[src/design/csp_pkg.sv]
package csp_pkg;

  // Fixed point format and multiplier slicing
  localparam int FRAC_BITS    = 16;
  localparam int MUL_CHUNK    = 16;
  localparam int HORNER_STEPS = 3;

  // Fixed field widths
  localparam int ENTRY_W      = 6;
  localparam int SEG_OUT_W    = 6;
  localparam int KNOT_COUNT_W = 7;
  localparam logic [KNOT_COUNT_W-1:0] KNOT_COUNT_RST = 7'd2;

  // Configuration port
  localparam int CFG_AW = 3;
  localparam int CFG_DW = 32;
  localparam logic REG_KNOT_COUNT = 1'b0;

  // Transaction kinds
  localparam logic MODE_LOAD = 1'b0;
  localparam logic MODE_EVAL = 1'b1;

  // Top level sequencer
  typedef enum logic [2:0] {
    ST_IDLE,
    ST_FETCH,
    ST_SEARCH,
    ST_CALC,
    ST_DONE
  } csp_state_t;

  // Horner unit phases
  typedef enum logic [2:0] {
    HP_IDLE,
    HP_MUL,
    HP_RND,
    HP_ADD,
    HP_FIN
  } csp_hphase_t;

  // Horner unit status toward the sequencer
  typedef struct packed {
    logic done;
    logic ovf;
  } csp_hstat_t;

endpackage

[src/design/csp_horner.sv]
module csp_horner
  import csp_pkg::*;
#(
  parameter int VALUE_BITS = 32
) (
  input  logic                         clk,
  input  logic                         rst_n,
  input  logic                         start,
  input  logic signed [VALUE_BITS:0]   t_in,
  input  logic signed [VALUE_BITS-1:0] a_in,
  input  logic signed [VALUE_BITS-1:0] b_in,
  input  logic signed [VALUE_BITS-1:0] c_in,
  input  logic signed [VALUE_BITS-1:0] d_in,
  output logic signed [VALUE_BITS-1:0] y_out,
  output csp_hstat_t                   stat
);

  localparam int VB  = VALUE_BITS;
  localparam int NCH = (VB + MUL_CHUNK - 1) / MUL_CHUNK;
  localparam int RW  = NCH * MUL_CHUNK;
  localparam int PW  = VB + 1 + RW;
  localparam int CNW = (NCH > 1) ? $clog2(NCH) : 1;
  localparam logic [PW-1:0] LIM_POS = (PW'(1) << (VB - 1)) - PW'(1);
  localparam logic [PW-1:0] RND_ADD = PW'(1) << (FRAC_BITS - 1);
  localparam logic signed [VB-1:0] VMAX = {1'b0, {(VB-1){1'b1}}};
  localparam logic signed [VB-1:0] VMIN = {1'b1, {(VB-1){1'b0}}};
  localparam logic [1:0] LAST_STAGE = 2'(HORNER_STEPS - 1);

  csp_hphase_t phase_r, phase_nxt;

  logic [1:0]            stage_r;
  logic [CNW-1:0]        chunk_r;
  logic [VB:0]           tmag_r;
  logic                  tneg_r;
  logic [RW-1:0]         rmag_r;
  logic                  pneg_r;
  logic [PW-1:0]         acc_r;
  logic signed [VB-1:0]  pv_r;
  logic signed [VB-1:0]  r_r;
  logic                  ovf_r;
  logic signed [VB-1:0]  a_r, b_r, c_r;

  logic [VB+MUL_CHUNK:0] prod;
  logic [PW-1:0]         rnd;
  logic [PW-1:0]         q;
  logic                  q_sat;
  logic [VB-1:0]         qv;
  logic signed [VB-1:0]  pv;
  logic signed [VB-1:0]  coef;
  logic signed [VB:0]    sum;
  logic                  sum_sat;
  logic signed [VB-1:0]  r_new;

  function automatic logic [VB-1:0] mag(input logic signed [VB-1:0] v);
    return v[VB-1] ? VB'(-v) : VB'(v);
  endfunction

  // One slice of the magnitude product, most significant slice first
  assign prod = tmag_r * rmag_r[RW-1 -: MUL_CHUNK];

  // Round to nearest (ties away from zero) on the magnitude, then saturate
  assign rnd   = acc_r + RND_ADD;
  assign q     = rnd >> FRAC_BITS;
  assign q_sat = q > (LIM_POS + PW'(pneg_r));
  assign qv    = q[VB-1:0];
  always_comb begin
    if (q_sat) begin
      pv = pneg_r ? VMIN : VMAX;
    end else begin
      pv = pneg_r ? $signed(VB'(-qv)) : $signed(qv);
    end
  end

  // Coefficient added at each step
  always_comb begin
    case (stage_r)
      2'd0:    coef = c_r;
      2'd1:    coef = b_r;
      default: coef = a_r;
    endcase
  end

  assign sum     = {coef[VB-1], coef} + {pv_r[VB-1], pv_r};
  assign sum_sat = sum[VB] != sum[VB-1];
  assign r_new   = sum_sat ? (sum[VB] ? VMIN : VMAX) : sum[VB-1:0];

  // Phase register
  always_ff @(posedge clk) begin
    if (!rst_n) begin
      phase_r <= HP_IDLE;
    end else begin
      phase_r <= phase_nxt;
    end
  end

  // Next phase
  always_comb begin
    phase_nxt = phase_r;
    unique case (phase_r)
      HP_IDLE: if (start) phase_nxt = HP_MUL;
      HP_MUL:  if (chunk_r == CNW'(NCH - 1)) phase_nxt = HP_RND;
      HP_RND:  phase_nxt = HP_ADD;
      HP_ADD:  phase_nxt = (stage_r == LAST_STAGE) ? HP_FIN : HP_MUL;
      HP_FIN:  phase_nxt = HP_IDLE;
      default: phase_nxt = HP_IDLE;
    endcase
  end

  // Status outputs
  always_comb begin
    stat.done = (phase_r == HP_FIN);
    stat.ovf  = ovf_r;
    y_out     = r_r;
  end

  // Datapath
  always_ff @(posedge clk) begin
    case (phase_r)
      HP_IDLE: begin
        if (start) begin
          tmag_r  <= t_in[VB] ? (VB+1)'(-t_in) : (VB+1)'(t_in);
          tneg_r  <= t_in[VB];
          rmag_r  <= RW'(mag(d_in));
          pneg_r  <= t_in[VB] ^ d_in[VB-1];
          acc_r   <= '0;
          chunk_r <= '0;
          stage_r <= '0;
          ovf_r   <= 1'b0;
          a_r     <= a_in;
          b_r     <= b_in;
          c_r     <= c_in;
          r_r     <= d_in;
        end
      end
      HP_MUL: begin
        acc_r   <= (acc_r << MUL_CHUNK) + PW'(prod);
        rmag_r  <= rmag_r << MUL_CHUNK;
        chunk_r <= chunk_r + CNW'(1);
      end
      HP_RND: begin
        pv_r <= pv;
        if (q_sat) ovf_r <= 1'b1;
      end
      HP_ADD: begin
        r_r     <= r_new;
        rmag_r  <= RW'(mag(r_new));
        pneg_r  <= tneg_r ^ r_new[VB-1];
        acc_r   <= '0;
        chunk_r <= '0;
        stage_r <= stage_r + 2'd1;
        if (sum_sat) ovf_r <= 1'b1;
      end
      default: begin
      end
    endcase
  end

endmodule

[config.mk]
export PLATFORM = sky130hd
export DESIGN_NAME = csp_horner
export DESIGN_NICKNAME = d
export VERILOG_FILES = /design/src/design/csp_pkg.sv /design/src/design/csp_horner.sv
export SDC_FILE = /design/constraint.sdc
export NUM_CORES = 2
export LEC_CHECK = 0
export BUFFER_PORTS_ARGS = -buffer_cell sky130_fd_sc_hd__buf_2
export CAP_MARGIN = 20
export CELL_PAD_IN_SITES_DETAIL_PLACEMENT = 2
export CELL_PAD_IN_SITES_GLOBAL_PLACEMENT = 2
export CORE_UTILIZATION = 44
export DETAILED_ROUTE_END_ITERATION = 12
export PLACE_DENSITY_LB_ADDON = 0.1
export SLEW_MARGIN = 0
export SYNTH_ARGS = -nofsm -noshare
export SYNTH_HDL_FRONTEND = slang
export SYNTH_SLANG_ARGS = --single-unit
[constraint.sdc]
create_clock -name clk -period 23.9 [get_ports clk]
set_clock_uncertainty 0.1 [all_clocks]
set_input_delay 4.78 -clock clk [delete_from_list [all_inputs] [get_ports clk]]
set_output_delay 4.78 -clock clk [all_outputs]
set_load 0.03 [all_outputs]
==> metrics.txt <==
vertical die dimension 292 µm; portion of the clock cycle consumed by the worst path in the final layout around a third; fraction of synthesis flops using an asynchronous set or reset pin 0%; cts repair resizes 0; outcome finished clean; Pre-Repair DR Iteration Count 5; num ports 198; gate count after technology mapping 4,034; DRC Markers 0; most common flop cell mapped by yosys sky130_fd_sc_hd__edfxtp_1; TritonCTS clock tree yes; final number of setup-violating endpoints 0; count of flip-flops with a built-in enable after synthesis 296; area of the die 85,500 µm²; number of buffers between clock root and the deepest sink 3; fin nets 4,966; average detailed-routed wire length per instance approximately 26 µm; number of global-route vias before repair between 30,000 and 40,000; total of warnings raised by yosys 0; number of max-cap violations 0; number of unique standard cell types used by synthesis 102; Synth-to-Final Area Change 9.00%; Final Non-Filler Cells 5,239; Max Slew Vio Count 0; floorplan core area 83,600 µm²; highest achievable clock rate roughly 0.12 GHz; net count after synthesis 4,873; netlist area before placement around 37,000 µm²; sum of negative setup slack 0 ns; Yosys top cell by area sky130_fd_sc_hd__fa_1; insertion delay of the later-clocked pin in the worst-skew pair roughly 0.6 ns; area fraction of the dominant cell type after synthesis 25.2%; tightest slew margin relative to the limit 21.4%; final hold violations 0; most common library cell in the layout ignoring fill and taps sky130_fd_sc_hd__inv_1; initial antenna violation count 3; post-route cell area ~40,000 µm²; final global-route overflow total 0; per-instance average area after synthesis ~9 µm²; starting density of the core approximately 44%; hold crit path type reg2reg; share of final-layout standard cells stronger than drive strength 1 9.33%; number of buffers added by the clock tree synthesis step around 40; average vias per placed instance 5.83; die width 292 µm; Row Count 106; Fill cells 9,044; weighted congestion at the end of routability-driven global placement 0.928; GRT Total Usage 31.9%; CTS H-Tree Depth 2; kind of critical path reg2reg; number of flip-flops and latches in the synthesized netlist 299; drt total wl 134,000 µm; pin count of the biggest net entering global routing 82; number of DRC violations after detailed-routing iteration 0 1,890; post-placement cell area 39,000 µm²; Seq/Total Area, Yosys between 20% and 30%; worst path required time 24.12 ns; root cell of the clock tree sky130_fd_sc_hd__clkbuf_16; Post CTS Setup Buffer Count 0; final worst-path setup slack 15.64 ns; Worst Max-Slew Pin Slew 1.17 ns; first-pass GRT wire length around 210,000 µm; Routed Antenna Nets 0; arrival time at the worst endpoint approximately 8.5 ns; setup repair after global routing missed its margin false; element type at the critical path start register; element type at the critical path end register; Worst Reg-to-Reg Cells 21; overall via count from detail_route 30,500; clock tree sinks 299; commonest non-fill, non-tap cells in the layout sky130_fd_sc_hd__inv_1 (640), sky130_fd_sc_hd__nand2_1 (569), sky130_fd_sc_hd__fa_1 (466), sky130_fd_sc_hd__edfxtp_1 (296), sky130_fd_sc_hd__and2_1 (239); half-perimeter wire length after detailed placement 103,000 µm; DP Worst Slack 15.54 ns; final critical delay including setup and external delays around 8.3 ns; Register-to-Register Setup Slack 15.64 ns; critical path fanouts, max 16; count of hold-fix buffers inserted at cts 0; number of instances in the placed design 5,164; number of port buffers 197; Synth area leaders sky130_fd_sc_hd__fa_1 (25%), sky130_fd_sc_hd__edfxtp_1 (24%), sky130_fd_sc_hd__ha_1 (7.0%); clock-pin slew on the worst setup and hold paths 0.06 ns; number of instances on the worst hold path 2
[cell type report]
class,instances,area (µm²),area share [%]
antenna,2,5.00,0.0124
clock buffer,54,1120,2.76
clock inverter,19,288,0.712
inverter,640,2400,5.94
multi-input combinational,2900,25000,61.8
sequential,299,8950,22.1
tap,1080,1350,3.34
timing repair buffer,245,1350,3.33
[synthesized netlist by cell type (100+ instances only)]
master / number
sky130_fd_sc_hd__o21ai_0: 157
sky130_fd_sc_hd__clkbuf_1: 161
sky130_fd_sc_hd__nand3_1: 100
sky130_fd_sc_hd__inv_1: 640
sky130_fd_sc_hd__fa_1: 466
sky130_fd_sc_hd__nor2_1: 163
sky130_fd_sc_hd__a21oi_1: 164
sky130_fd_sc_hd__edfxtp_1: 296
sky130_fd_sc_hd__xnor2_1: 105
sky130_fd_sc_hd__ha_1: 209
sky130_fd_sc_hd__nand2_1: 571
sky130_fd_sc_hd__and2_1: 239
[sequential cells by signal, summed over array words and instances, names as in the netlist, 32 cells and up]
signal,cells
acc_r,65
tmag_r,33
a_r,32
b_r,32
c_r,32
pv_r,32
rmag_r,32
y_out,32
[per-stage QoR]
stage	hold slack [ns]	util [%]
after floorplan	0.422	-
after global placement	0.474	46.7
after detailed placement	0.469	46.7
after CTS	0.483	48.4
after global routing	0.535	48.4
final	0.483	48.4
[per-layer routing]
layer  routed length [µm]  vias to the layer above  GRT usage [%]
met1                57400                    16100           41.6
met2                67600                      715           56.3
met3                 4900                      221           2.66
met5                    0                        -              0
met4                 4150                        0           9.91
li1                     -                    13500              -
[logic make-up (layout without fill, tap and decap cells)]
| kind of cell | after synthesis | count (layout) | share of synthesized area (%) |
|---|---|---|---|
| mux | 23 | 23 | 0.627 |
| buf+inv | 835 | 958 | 8.66 |
| xor+xnor | 184 | 184 | 4.41 |
| flops | 299 | 299 | 24.1 |
| compound gates | 692 | 692 | 12.4 |
| simple gates | 1326 | 1326 | 17.6 |
| other cells | 0 | 2 | 0 |
| fa+ha+maj | 675 | 675 | 32.2 |
[path summary, 6_finish.rpt]
kind / from / to
worst min-delay path: rmag_r[15] / rmag_r[31]
worst min register to register: rmag_r[15] / rmag_r[31]
worst max register to register: tmag_r[4] / acc_r[44]
worst max-delay path: tmag_r[4] / acc_r[44]
[critical path, stage by stage, from the launching register on]
cell and delay, ns:
sky130_fd_sc_hd__edfxtp_1 0.88, sky130_fd_sc_hd__and2_1 0.27, sky130_fd_sc_hd__fa_1 0.46, sky130_fd_sc_hd__fa_1 0.54
sky130_fd_sc_hd__fa_1 0.56, sky130_fd_sc_hd__fa_1 0.52, sky130_fd_sc_hd__fa_1 0.57, sky130_fd_sc_hd__inv_1 0.06
sky130_fd_sc_hd__fa_1 0.62, sky130_fd_sc_hd__inv_1 0.07, sky130_fd_sc_hd__ha_1 0.41, sky130_fd_sc_hd__a21o_1 0.23
sky130_fd_sc_hd__nor2_1 0.12, sky130_fd_sc_hd__o21ai_0 0.11, sky130_fd_sc_hd__a221oi_1 0.61, sky130_fd_sc_hd__o22ai_1 0.28
sky130_fd_sc_hd__o31ai_1 0.40, sky130_fd_sc_hd__a21oi_1 0.20, sky130_fd_sc_hd__o311ai_0 0.56, sky130_fd_sc_hd__nand2_1 0.15
sky130_fd_sc_hd__xnor2_1 0.17, sky130_fd_sc_hd__nor2_1 0.08
Power is not shown: default switching activity piles up to over one toggle a cycle in this logic, so the estimate is an artifact.
